File: src/hdl/dlmv_pkg.sv
// Shared constants and controller/datapath interface types for the dense
// layer matrix-vector unit. No dependencies.
`timescale 1ns / 1ps

package dlmv_pkg;

  // Field widths of the item, result and configuration channels.
  localparam int OPC_W = 2;
  localparam int ROW_W = 6;
  localparam int COL_W = 7;
  localparam int VAL_W = 16;
  localparam int RES_W = 32;
  localparam int CFG_W = 7;
  localparam int CFG_IDX_W = 1;

  // Default sizes for the top-level parameters.
  localparam int DEF_MAX_INPUTS = 64;
  localparam int DEF_MAX_OUTPUTS = 64;

  // Item opcodes.
  localparam logic [OPC_W-1:0] OP_WR_WEIGHT = 2'd0;
  localparam logic [OPC_W-1:0] OP_WR_INPUT = 2'd1;
  localparam logic [OPC_W-1:0] OP_RUN = 2'd2;

  // Configuration register indexes.
  localparam logic [CFG_IDX_W-1:0] CFG_NUM_INPUTS = 1'd0;
  localparam logic [CFG_IDX_W-1:0] CFG_NUM_OUTPUTS = 1'd1;

  // Commands from the controller to the datapath.
  typedef struct packed {
    logic w_we;             // store the incoming weight
    logic x_we;             // store the incoming input element
    logic rd_valid;         // a read/MAC step is issued this cycle
    logic rd_first;         // first step of a row, restarts the accumulator
    logic rd_last;          // bias step, closes the row
    logic [ROW_W-1:0] row_idx;
    logic run_last;         // the current row is the final one of the run
  } dlmv_cmd_t;

  // Status from the datapath to the controller.
  typedef struct packed {
    logic res_moved;        // finished row result moved into the output register
  } dlmv_sts_t;

endpackage

File: src/hdl/dlmv_ctrl.sv
// Controller for the dense layer unit: configuration registers, item
// decode and the row/column sequencer. Depends on dlmv_pkg.
`timescale 1ns / 1ps

module dlmv_ctrl #(
  parameter int MAX_INPUTS = dlmv_pkg::DEF_MAX_INPUTS,
  parameter int MAX_OUTPUTS = dlmv_pkg::DEF_MAX_OUTPUTS,
  localparam int STRIDE = MAX_INPUTS + 1,
  localparam int WA_W = $clog2(MAX_OUTPUTS * STRIDE),
  localparam int XA_W = (MAX_INPUTS > 1) ? $clog2(MAX_INPUTS) : 1,
  localparam int CNT_W = $clog2(MAX_INPUTS + 1)
) (
  input  logic                            clk,
  input  logic                            rst_n,
  input  logic                            in_valid,
  output logic                            in_stall,
  input  logic [dlmv_pkg::OPC_W-1:0]      in_opcode,
  input  logic                            cfg_we,
  input  logic [dlmv_pkg::CFG_IDX_W-1:0]  cfg_index,
  input  logic [dlmv_pkg::CFG_W-1:0]      cfg_data,
  input  dlmv_pkg::dlmv_sts_t             sts,
  output dlmv_pkg::dlmv_cmd_t             cmd,
  output logic [WA_W-1:0]                 w_addr,
  output logic [XA_W-1:0]                 x_addr
);
  import dlmv_pkg::*;

  localparam logic [1:0] S_IDLE = 2'd0;
  localparam logic [1:0] S_ISSUE = 2'd1;
  localparam logic [1:0] S_WAIT = 2'd2;

  logic [1:0]       state_r, state_nxt;
  logic [CFG_W-1:0] cfg_ni_r, cfg_no_r;
  logic [CNT_W-1:0] ni_r, ni_nxt, j_r, j_nxt, ni_clamp;
  logic [CFG_W-1:0] no_r, no_nxt, no_clamp;
  logic [ROW_W-1:0] row_r, row_nxt;
  logic [WA_W-1:0]  base_r, base_nxt;
  logic             accept;
  logic             row_is_last;

  always_ff @(posedge clk) begin
    if (!rst_n) begin
      cfg_ni_r <= CFG_W'(1);
      cfg_no_r <= CFG_W'(1);
    end else if (cfg_we) begin
      case (cfg_index)
        CFG_NUM_INPUTS:  cfg_ni_r <= cfg_data;
        CFG_NUM_OUTPUTS: cfg_no_r <= cfg_data;
        default: ;
      endcase
    end
  end

  // A count of zero acts as one; counts beyond the storage are capped.
  always_comb begin
    if (cfg_ni_r == '0) begin
      ni_clamp = CNT_W'(1);
    end else if (32'(cfg_ni_r) > MAX_INPUTS) begin
      ni_clamp = CNT_W'(MAX_INPUTS);
    end else begin
      ni_clamp = CNT_W'(cfg_ni_r);
    end
    if (cfg_no_r == '0) begin
      no_clamp = CFG_W'(1);
    end else if (32'(cfg_no_r) > MAX_OUTPUTS) begin
      no_clamp = CFG_W'(MAX_OUTPUTS);
    end else begin
      no_clamp = cfg_no_r;
    end
  end

  assign in_stall = (state_r != S_IDLE);
  assign accept = in_valid && (state_r == S_IDLE);
  assign row_is_last = ((CFG_W'(row_r) + CFG_W'(1)) == no_r);

  always_comb begin
    cmd = '0;
    cmd.w_we = accept && (in_opcode == OP_WR_WEIGHT);
    cmd.x_we = accept && (in_opcode == OP_WR_INPUT);
    cmd.rd_valid = (state_r == S_ISSUE);
    cmd.rd_first = (state_r == S_ISSUE) && (j_r == '0);
    cmd.rd_last = (state_r == S_ISSUE) && (j_r == ni_r);
    cmd.row_idx = row_r;
    cmd.run_last = row_is_last;
  end

  // Column ni of a row is its bias, so one running address covers both.
  assign w_addr = base_r + WA_W'(j_r);
  assign x_addr = XA_W'(j_r);

  always_comb begin
    state_nxt = state_r;
    ni_nxt = ni_r;
    no_nxt = no_r;
    j_nxt = j_r;
    row_nxt = row_r;
    base_nxt = base_r;
    case (state_r)
      S_IDLE: begin
        if (accept && (in_opcode == OP_RUN)) begin
          state_nxt = S_ISSUE;
          ni_nxt = ni_clamp;
          no_nxt = no_clamp;
          j_nxt = '0;
          row_nxt = '0;
          base_nxt = '0;
        end
      end
      S_ISSUE: begin
        if (j_r == ni_r) begin
          state_nxt = S_WAIT;
        end else begin
          j_nxt = j_r + CNT_W'(1);
        end
      end
      S_WAIT: begin
        if (sts.res_moved) begin
          if (row_is_last) begin
            state_nxt = S_IDLE;
          end else begin
            state_nxt = S_ISSUE;
            j_nxt = '0;
            row_nxt = row_r + ROW_W'(1);
            base_nxt = base_r + WA_W'(STRIDE);
          end
        end
      end
      default: state_nxt = S_IDLE;
    endcase
  end

  always_ff @(posedge clk) begin
    if (!rst_n) begin
      state_r <= S_IDLE;
      ni_r <= CNT_W'(1);
      no_r <= CFG_W'(1);
      j_r <= '0;
      row_r <= '0;
      base_r <= '0;
    end else begin
      state_r <= state_nxt;
      ni_r <= ni_nxt;
      no_r <= no_nxt;
      j_r <= j_nxt;
      row_r <= row_nxt;
      base_r <= base_nxt;
    end
  end

  a_col_in_range: assert property (@(posedge clk) disable iff (!rst_n)
    (state_r == S_ISSUE) |-> (j_r <= ni_r))
    else $error("column counter ran past the bias column");

  a_row_in_range: assert property (@(posedge clk) disable iff (!rst_n)
    (state_r != S_IDLE) |-> (CFG_W'(row_r) < no_r))
    else $error("row counter ran past the output count");

  a_move_only_waiting: assert property (@(posedge clk) disable iff (!rst_n)
    sts.res_moved |-> (state_r == S_WAIT))
    else $error("row result moved while the sequencer was not waiting");

endmodule

File: config.mk
export PLATFORM = sky130hd
export DESIGN_NAME = dlmv_ctrl
export DESIGN_NICKNAME = d
export VERILOG_FILES = /design/src/hdl/dlmv_pkg.sv /design/src/hdl/dlmv_ctrl.sv
export SDC_FILE = /design/constraint.sdc
export NUM_CORES = 1
export LEC_CHECK = 0
export BUFFER_PORTS_ARGS = -buffer_cell sky130_fd_sc_hd__buf_2
export CORE_ASPECT_RATIO = 1.25
export CORE_MARGIN = 5
export CORE_UTILIZATION = 35
export CTS_CLUSTER_SIZE = 20
export DETAILED_ROUTE_END_ITERATION = 8
export GPL_ROUTABILITY_DRIVEN = 0
export GPL_TIMING_DRIVEN = 0
export PLACE_DENSITY = 0.54
export SYNTH_ARGS = -nofsm -noshare
export SYNTH_HDL_FRONTEND = slang
export SYNTH_SLANG_ARGS = --single-unit
File: constraint.sdc
create_clock -name clk -period 6.4 [get_ports clk]
set_input_delay 0.96 -clock clk [delete_from_list [all_inputs] [get_ports clk]]
set_output_delay 0.96 -clock clk [all_outputs]
set_load 0.01 [all_outputs]
==> results of run 1 <==
[how the worst min path moves through the flow]
stage                startpoint           to  slack, ns  cells after the start
finish              cfg_no_r[0]  cfg_no_r[0]       0.47                      2
global route            no_r[6]      no_r[6]       0.49                      2
CTS                     no_r[6]      no_r[6]       0.47                      2
detailed placement  cfg_no_r[0]  cfg_no_r[0]       0.46                      2
global placement    cfg_no_r[0]  cfg_no_r[0]       0.46                      2
floorplan           cfg_no_r[0]  cfg_no_r[0]       0.44                      2
[power by group]
group	total [W]	internal (W)	switching (W)
logic	0.000170	0.0000618	0.000108
clock network	0.000288	0.000155	0.000133
registers	0.000369	0.000358	0.0000107
[critical path: stages (launching register included)]
cell                        delay (ns)
sky130_fd_sc_hd__dfxtp_1          0.51
sky130_fd_sc_hd__nand4_2          0.16
sky130_fd_sc_hd__or3_4            0.41
sky130_fd_sc_hd__a2111oi_4        0.39
sky130_fd_sc_hd__nand3_2          0.20
sky130_fd_sc_hd__inv_2            0.12
sky130_fd_sc_hd__buf_8            0.15
sky130_fd_sc_hd__buf_12           0.14
sky130_fd_sc_hd__buf_4            0.10
sky130_fd_sc_hd__buf_2            0.11
[registers in the layout (all words and copies together) (netlist names)]
signal	cells
j_r	7
no_r	7
row_r	6
base_r	13
cfg_ni_r	7
cfg_no_r	7
state_r	2
ni_r	7
[cell families after synthesis]
group,synth area share
AOI/OAI and AO/OA,0.227
DFF,0.316
buffers and inverters,0.0805
adders and majority gates,0.0445
muxes,0.0282
and+or+nand+nor,0.244
xor gates and xnor gates,0.0593
[through the flow]
step	power [W]	hold WS [ns]
floorplan	0.000491	0.441
detailed placement	0.000545	0.459
global route	0.000863	0.493
global placement	0.000544	0.458
finish	0.000827	0.469
CTS	0.000833	0.473
[final cells by class]
class / count / area, µm² / area share
timing repair buffer: 43 / 215 / 0.0529
clock buffer: 6 / 139 / 0.0341
multi-input combinational: 329 / 2140 / 0.525
clock inverter: 2 / 10.0 / 0.00246
buffer: 37 / 244 / 0.0600
sequential: 56 / 1120 / 0.276
inverter: 11 / 41.3 / 0.0101
tap: 129 / 161 / 0.0397
[Yosys cell counts (3+ instances only)]
cell                        n
sky130_fd_sc_hd__nor4b_1    4
sky130_fd_sc_hd__xor2_1     5
sky130_fd_sc_hd__ha_1      11
sky130_fd_sc_hd__nor3b_1   10
sky130_fd_sc_hd__a21oi_1   43
sky130_fd_sc_hd__o31a_1     3
sky130_fd_sc_hd__a21o_1     5
sky130_fd_sc_hd__nor4_1     8
sky130_fd_sc_hd__nor2_1    31
sky130_fd_sc_hd__inv_1     10
sky130_fd_sc_hd__o21a_1    17
sky130_fd_sc_hd__o211ai_1   3
sky130_fd_sc_hd__a21boi_0   4
sky130_fd_sc_hd__and3_1     6
sky130_fd_sc_hd__dfxtp_1   56
sky130_fd_sc_hd__xnor2_1   19
sky130_fd_sc_hd__clkbuf_8   3
sky130_fd_sc_hd__and2_1     4
sky130_fd_sc_hd__mux2i_1   10
sky130_fd_sc_hd__nand4_1    3
sky130_fd_sc_hd__a41o_1     9
sky130_fd_sc_hd__nand2b_1   5
sky130_fd_sc_hd__buf_4     10
sky130_fd_sc_hd__nand2_1   42
sky130_fd_sc_hd__or2_2      5
sky130_fd_sc_hd__nor3_1    15
sky130_fd_sc_hd__nand3_1   19
sky130_fd_sc_hd__o21ai_0   14
sky130_fd_sc_hd__clkbuf_1  18
sky130_fd_sc_hd__a31oi_1    3
[per-layer routing]
layer / vias to the layer above / GRT usage
met5: - / 0
met4: 0 / 0.0741
met3: 22 / 0.0307
met2: 83 / 0.287
met1: 1589 / 0.203
li1: 1665 / -
==> run summary, run 1 <==
The flow ran to the end, and the final reports show no timing, DRC or antenna violations. The post-route fraction of the period consumed by the critical path is 0.555. The final layout contains a little over 500 nets. STA classifies the critical path startpoint as a flip-flop. The tightest min-delay check is of the reg2reg type.

The signal arrival time at the worst endpoint is approximately 2.6 ns. After synthesis the netlist holds a flip-flop and latch count of 56. The measured slew at the worst slew-check pin is slightly above 0.9 ns. The initial antenna violation count is 0.

The DRC violations left came out at 0. In the final layout, the share of cells above drive strength 1 is 0.171. The half-perimeter wire length of the detailed placement result came out at ~7.3 mm. After clock tree synthesis, the setup repair step added 0 buffers.

The routed wire length on met3 came out at 502 µm. The number of sinks handled by clock tree synthesis came out at 56. The area growth from synthesis to layout is 14.8%. The via count of the first global-routing pass is approximately 3200. The instance area at placement came out at ~0.004 mm². The count of input and output buffers came out at 43. The share of async-settable or async-resettable flops after synthesis is 0. The later pin in the worst-skew pair is clocked with a latency of roughly 0.30 ns. Gates resized during post-CTS repair numbered 0. Timing analysis after detailed placement gives a worst setup slack of 3.01 ns.

Summing every instance area after synthesis gives 0.00354 mm². Measured in cells, the most critical reg-to-reg path has a length of 6. Based on the critical path, the design can be clocked at up to around 280 MHz.

The average detailed-routed wire length per instance is around 16 µm. The core box area is ~0.010 mm². In this run the worst setup path terminates at cmd[0].

The clock transition at the registers of the reported paths is around 0.07 ns. The filler cells instantiated in the layout total around 1100. In this run, synthesis inferred 0 flip-flops with an integrated enable.

In this run the number of H-tree levels came out at 2. The die is roughly 100 µm wide. The setup TNS after final layout came out at 0 ns. After floorplanning, the core was divided into between 40 and 50 placement rows. The power density relative to cell area is between 200 and 250 mW/mm².

In this run the worst path has a maximum fanout of 10. Yosys attributes the largest share of cell area to sky130_fd_sc_hd__dfxtp_1, sky130_fd_sc_hd__a21oi_1, sky130_fd_sc_hd__xnor2_1. The post-route standard cell area excluding fillers is slightly above 0.004 mm². The wire length the detailed router placed on met1 came out at around 4.3 mm. The number of placed instances, taps included, is 605. The root buffer cell is sky130_fd_sc_hd__clkbuf_16.

The area of the die is 0.0122 mm². For this design the static power due to leakage is ~1.7 nW. The final period demand of the worst path is between 3 and 4 ns.

The total routing usage reported by global routing came out at 0.167. The final-report setup violation count is 0. The net count after synthesis is 460. The total count of max-transition violations in the final report came out at 0. The setup clock skew after layout is around 0.0061 ns. The number of buffers added by the clock tree synthesis step is 5. The critical path data required time came out at 5.44 ns.

The initial core utilization is 0.354. For this run the aggregate overflow at the end of global routing stands at 0. Setup repair after global routing left no endpoint under its margin.

The post-synthesis instance total came out at 433. In this run the critical register-to-register path is captured at base_r[7]. The number of I/O pins is 47.

The clock tree from TritonCTS is yes. The number of buffers added to fix hold violations after cts came out at 0. The first-pass detailed-route iteration total came out at 5. At the end of the flow the core is filled with cells to 0.407.

In this run the worst setup path begins at row_r[0]. Wires add up to approximately 10 mm. The top routing layer in use is met4. The share of synthesized area in the top cell type comes to 0.316.

Headroom to the max-slew limit came out at 0.378. The met2 wire length came out at slightly below 5 mm. Across the VDD grid, the largest voltage drop is 0.115 mV.

The clock passes through at most 2 buffers. Across all layers, the routed design uses ~3400 vias. The hold violation count in the final report was 0. The number of non-filler instances in the completed layout is about 610.

Among all flip-flop cells after synthesis, the most frequent one is sky130_fd_sc_hd__dfxtp_1. The first global-routing pass estimated ~16 mm of wire. The setup slack of the worst register-to-register path came out at ~3.6 ns. The max-cap violation count is 0. Of the synthesized area, sequential elements account for 0.316.

The post-synthesis cell type count came out at just under 60. Leaving out fill and tap cells, the most frequent cell in the layout is sky130_fd_sc_hd__dfxtp_1. A synthesized cell averages ~8.2 µm². Entering global routing, the biggest net connects 17 pins. The height of the die came out at about 120 µm. During synthesis, Yosys emitted a total of 0 warnings. The kind of end point of the critical path is an output port. The biggest area contributor in the post-synthesis netlist is sky130_fd_sc_hd__dfxtp_1.

The final worst-path setup slack came out at between 2 and 3 ns. The startpoint identified for the worst register-to-register timing path is state_r[1]. The library cells used most frequently in the layout, excluding fill and tap cells, are sky130_fd_sc_hd__dfxtp_1, sky130_fd_sc_hd__buf_2, sky130_fd_sc_hd__a21oi_1, sky130_fd_sc_hd__nand2_1, sky130_fd_sc_hd__nor2_1. The number of antenna-violating nets in the routed design came out at 0. The category of the critical setup timing path is reg2out. The vias per cell is around 5.5.

After the first detailed-routing iteration, the DRC count stood at 189. The total inserted antenna cells is 0.
Power figures use the tool's default switching activity.
==> run 2, diff against run 1 <==
ABC_AREA = 1   (was not set)
clock period = 3.6 ns   (was 6.4 ns; I/O delays follow)
==> run summary, run 2 <==
The DRC violations left came out at 0. The setup path with the least slack is of type reg2out. Summed over all nets, wire length on met2 after detailed routing comes to approximately 4.2 mm.

The post-CTS setup-driven buffer insertion count came out at 0. At the worst endpoint, the arrival time is between 2 and 2.5 ns. The core box area came out at 0.00956 mm².

The total count of max-transition violations in the final report is 0. base_r holds more flip-flops than any other register. The largest net degree at the start of global routing is 19. The number of warnings printed during yosys synthesis came out at 0.

The setup TNS after final layout came out at 0 ns. The instance area at placement is around 0.0038 mm². The top achievable clock speed came out at roughly 350 MHz. The delay of the slowest critical-path stage came out at 0.41 ns. The die boundary width is 98.4 µm.

The library cell appearing most often on the critical path is sky130_fd_sc_hd__nand2_1. The number of synthesized register bits is 56. Compared with the post-synthesis result, the final layout area differs by 15.6%.

In this run the cell area of the synthesized design comes to about 0.0034 mm². The post-synthesis cell type count came out at 35. The worst-case vdd ir drop came out at ~0.25 mV. The area of the die came out at roughly 0.012 mm². The number of hold buffers added after CTS was 0. In this run the top signal layer used is met4. The finished cells cover 0.00395 mm².

The clock transition at the registers of the reported paths came out at roughly 0.07 ns. The number of enable flip-flop cells after synthesis is 0. The most common cell in the synthesized netlist is sky130_fd_sc_hd__nand2_1. Walking the worst path, the cells encountered are ha_1 > fa_1 > nand3_1 > nand2_1 > nand2_1 > o211ai_1 > nand2_1 > xor2_1 > buf_2. The root buffer cell chosen for the clock tree is sky130_fd_sc_hd__clkbuf_16.

The final worst-path setup slack is roughly 0.76 ns. Gates resized during post-CTS repair numbered 0. Dividing the synthesized area by the synthesized cell count gives 6.47 µm². Detailed routing placed a total of 347 µm of wire on met3.

In this run the tightest slew margin relative to its limit is 0.666. The total inserted antenna cells is 0. In this run the register-to-register setup slack is ~1.6 ns.

The startpoint kind of the worst setup timing path is a flip-flop. Measured along the y axis, the die boundary spans between 100 and 150 µm. The setup clock skew after layout came out at roughly 0.0044 ns. The fraction of post-synthesis cell area in the top cell type by area came out at 0.328.

Setup repair after global routing left no endpoint under its margin. The number of nets handed over by synthesis was around 560. The maximum buffer depth of the clock tree is 2.

After detailed routing, the wire length on met1 is 3.76 mm. The leading cell type in the layout, fill and taps excluded is sky130_fd_sc_hd__nand2_1. The first-pass detailed-route iteration total came out at 4. The number of flip-flops in the largest register is 13.

The final route contains roughly 3300 vias. The share of final-layout standard cells stronger than drive strength 1 is 0.153. Hold is met by 0.459 ns. Setup violations remaining at the end of the flow were counted as 0.

The number of buffers added by the clock tree synthesis step is 5. After detailed routing, the total wire length is 8.40 mm. The kind of end point of the critical path is an output port. The net count of the finished layout came out at 608.

The hold violation count in the final report is 0. Dividing the final minimum period by the clock period gives 0.790. The total routing usage reported by global routing is 0.145. The H-tree was split into 2 levels. The fraction of the yosys area taken by sequential cells came out at 0.328. The library cells used most frequently in the layout, excluding fill and tap cells, are sky130_fd_sc_hd__nand2_1, sky130_fd_sc_hd__nor2_1, sky130_fd_sc_hd__dfxtp_1, sky130_fd_sc_hd__buf_2, sky130_fd_sc_hd__inv_1. The first routing iteration left approximately 150 violations. The average detailed-routed wire length per instance came out at roughly 12 µm. The final period demand of the worst path is between 2 and 3 ns.

The clock latency at the later pin of the worst-skew pair is 0.30 ns. The power density relative to cell area is between 700 and 800 mW/mm². The flow ran to the end, and the final reports show no timing, DRC or antenna violations.

The overflow left after global routing came out at 0. The via count of the first global-routing pass is ~3100. In this run the tool buffered the top-level ports with 46 buffer cells. The number of antenna-violating nets in the routed design is 0.

The cell with the largest stage delay on the worst path is sky130_fd_sc_hd__dfxtp_1. In this run the worst path has a maximum fanout of 7. The share of async-settable or async-resettable flops after synthesis is 0. The path class of the tightest hold or removal check is in2reg. The initial antenna violation count is 0. The half-perimeter wire length of the detailed placement result is 6.71 mm.

The pre-CTS worst setup slack is between 1 and 1.5 ns. After synthesis, the cell types taking the most area are sky130_fd_sc_hd__dfxtp_1, sky130_fd_sc_hd__nand2_1, sky130_fd_sc_hd__nor2_1. The analysis attributes to cell leakage a power of roughly 1.8 nW.

The initial utilization of the core area, before any placement, comes to 0.357. The wire length of the first global-routing pass is 14.3 mm. TritonCTS built the clock tree.

The measured slew at the worst slew-check pin is approximately 0.5 ns. The synthesized design spends more area on one cell type than any other, namely sky130_fd_sc_hd__dfxtp_1. In the synthesized netlist, the number of instances is between 500 and 600.

The commonest cells after synthesis are sky130_fd_sc_hd__nand2_1, sky130_fd_sc_hd__nor2_1, sky130_fd_sc_hd__dfxtp_1. The total number of placement rows is 40. The most common flop cell mapped by yosys is sky130_fd_sc_hd__dfxtp_1.

Using the TritonRoute via totals, the vias-per-cell ratio works out to ~4.7. 47 I/O pins were placed. The critical path data required time is 3.06 ns.

The max-cap violation count came out at 0. The number of fill cells came out at roughly 1100. For this design, the sink count on the clock tree is 56.
==> run 2: cell types whose count changed after synthesis, moves of 12 or more <==
cell and delta:
sky130_fd_sc_hd__xnor2_1 -14, sky130_fd_sc_hd__o21a_1 -17, sky130_fd_sc_hd__nor2_1 +78, sky130_fd_sc_hd__nand3_1 +20, sky130_fd_sc_hd__clkbuf_1 -12, sky130_fd_sc_hd__nand2_1 +85
sky130_fd_sc_hd__a21oi_1 -13, sky130_fd_sc_hd__inv_1 +32
==> run 2: cells by family after synthesis <==
kind of cell             count (synthesis)  share of synthesized area
AND/OR/NAND/NOR                        304                      0.377
buffers and inverters                   72                     0.0959
AO/OA/AOI/OAI                           64                      0.101
flip-flops                              56                      0.328
XOR/XNOR                                20                     0.0513
adder cells (fa/ha/maj)                 12                     0.0461
==> run 2: through the flow <==
stage | utilization | instances | total power (W)
final | 0.413 | 708 | 0.00310
after global routing | 0.413 | 708 | 0.00342
after CTS | 0.413 | 708 | 0.00316
after detailed placement | 0.398 | 700 | 0.00265
after global placement | 0.398 | 700 | 0.00263
after floorplan | - | 528 | 0.00219
==> run 2: worst paths after layout <==
| kind | startpoint | end | cells after the start |
|---|---|---|---|
| setup / recovery | j_r[0] | w_addr[12] | 9 |
| hold / removal | cfg_data[0] | cfg_no_r[0] | 3 |
| setup reg to reg | row_r[0] | row_r[3] | 14 |
| hold reg to reg | cfg_ni_r[2] | cfg_ni_r[2] | 2 |
==> run 2: layout make-up <==
class,instances,area [µm²],area share
Sequential cell,56,1120,0.284
Multi-Input combinational cell,400,1970,0.498
Buffer,22,140,0.0355
Clock buffer,5,125,0.0317
Timing Repair Buffer,46,230,0.0583
Tap cell,126,158,0.0399
Clock inverter,3,21.3,0.00538
Inverter,50,188,0.0475
==> run 2: power breakdown <==
group          switching [W]  total (W)  internal (W)
Combinational        0.00100    0.00166      0.000662
Clock               0.000236   0.000495      0.000260
Sequential          0.000187   0.000947      0.000760
Total                0.00142    0.00310       0.00168
==> run 2: per-layer routing <==
layer | up-vias | GRT usage
met5 | - | 0
li1 | 1786 | -
met2 | 47 | 0.261
met1 | 1491 | 0.177
met4 | 0 | 0.0350
met3 | 7 | 0.0289
==> run 2: critical path: cells and delay by family (launching register included) <==
family                     cells  cell delay, ns
and+or+nand+nor                4            0.41
adders and majority gates      2            0.68
buffers and inverters          1            0.16
AOI/OAI and AO/OA              1            0.17
DFF                            1            0.41
xor gates and xnor gates       1            0.17
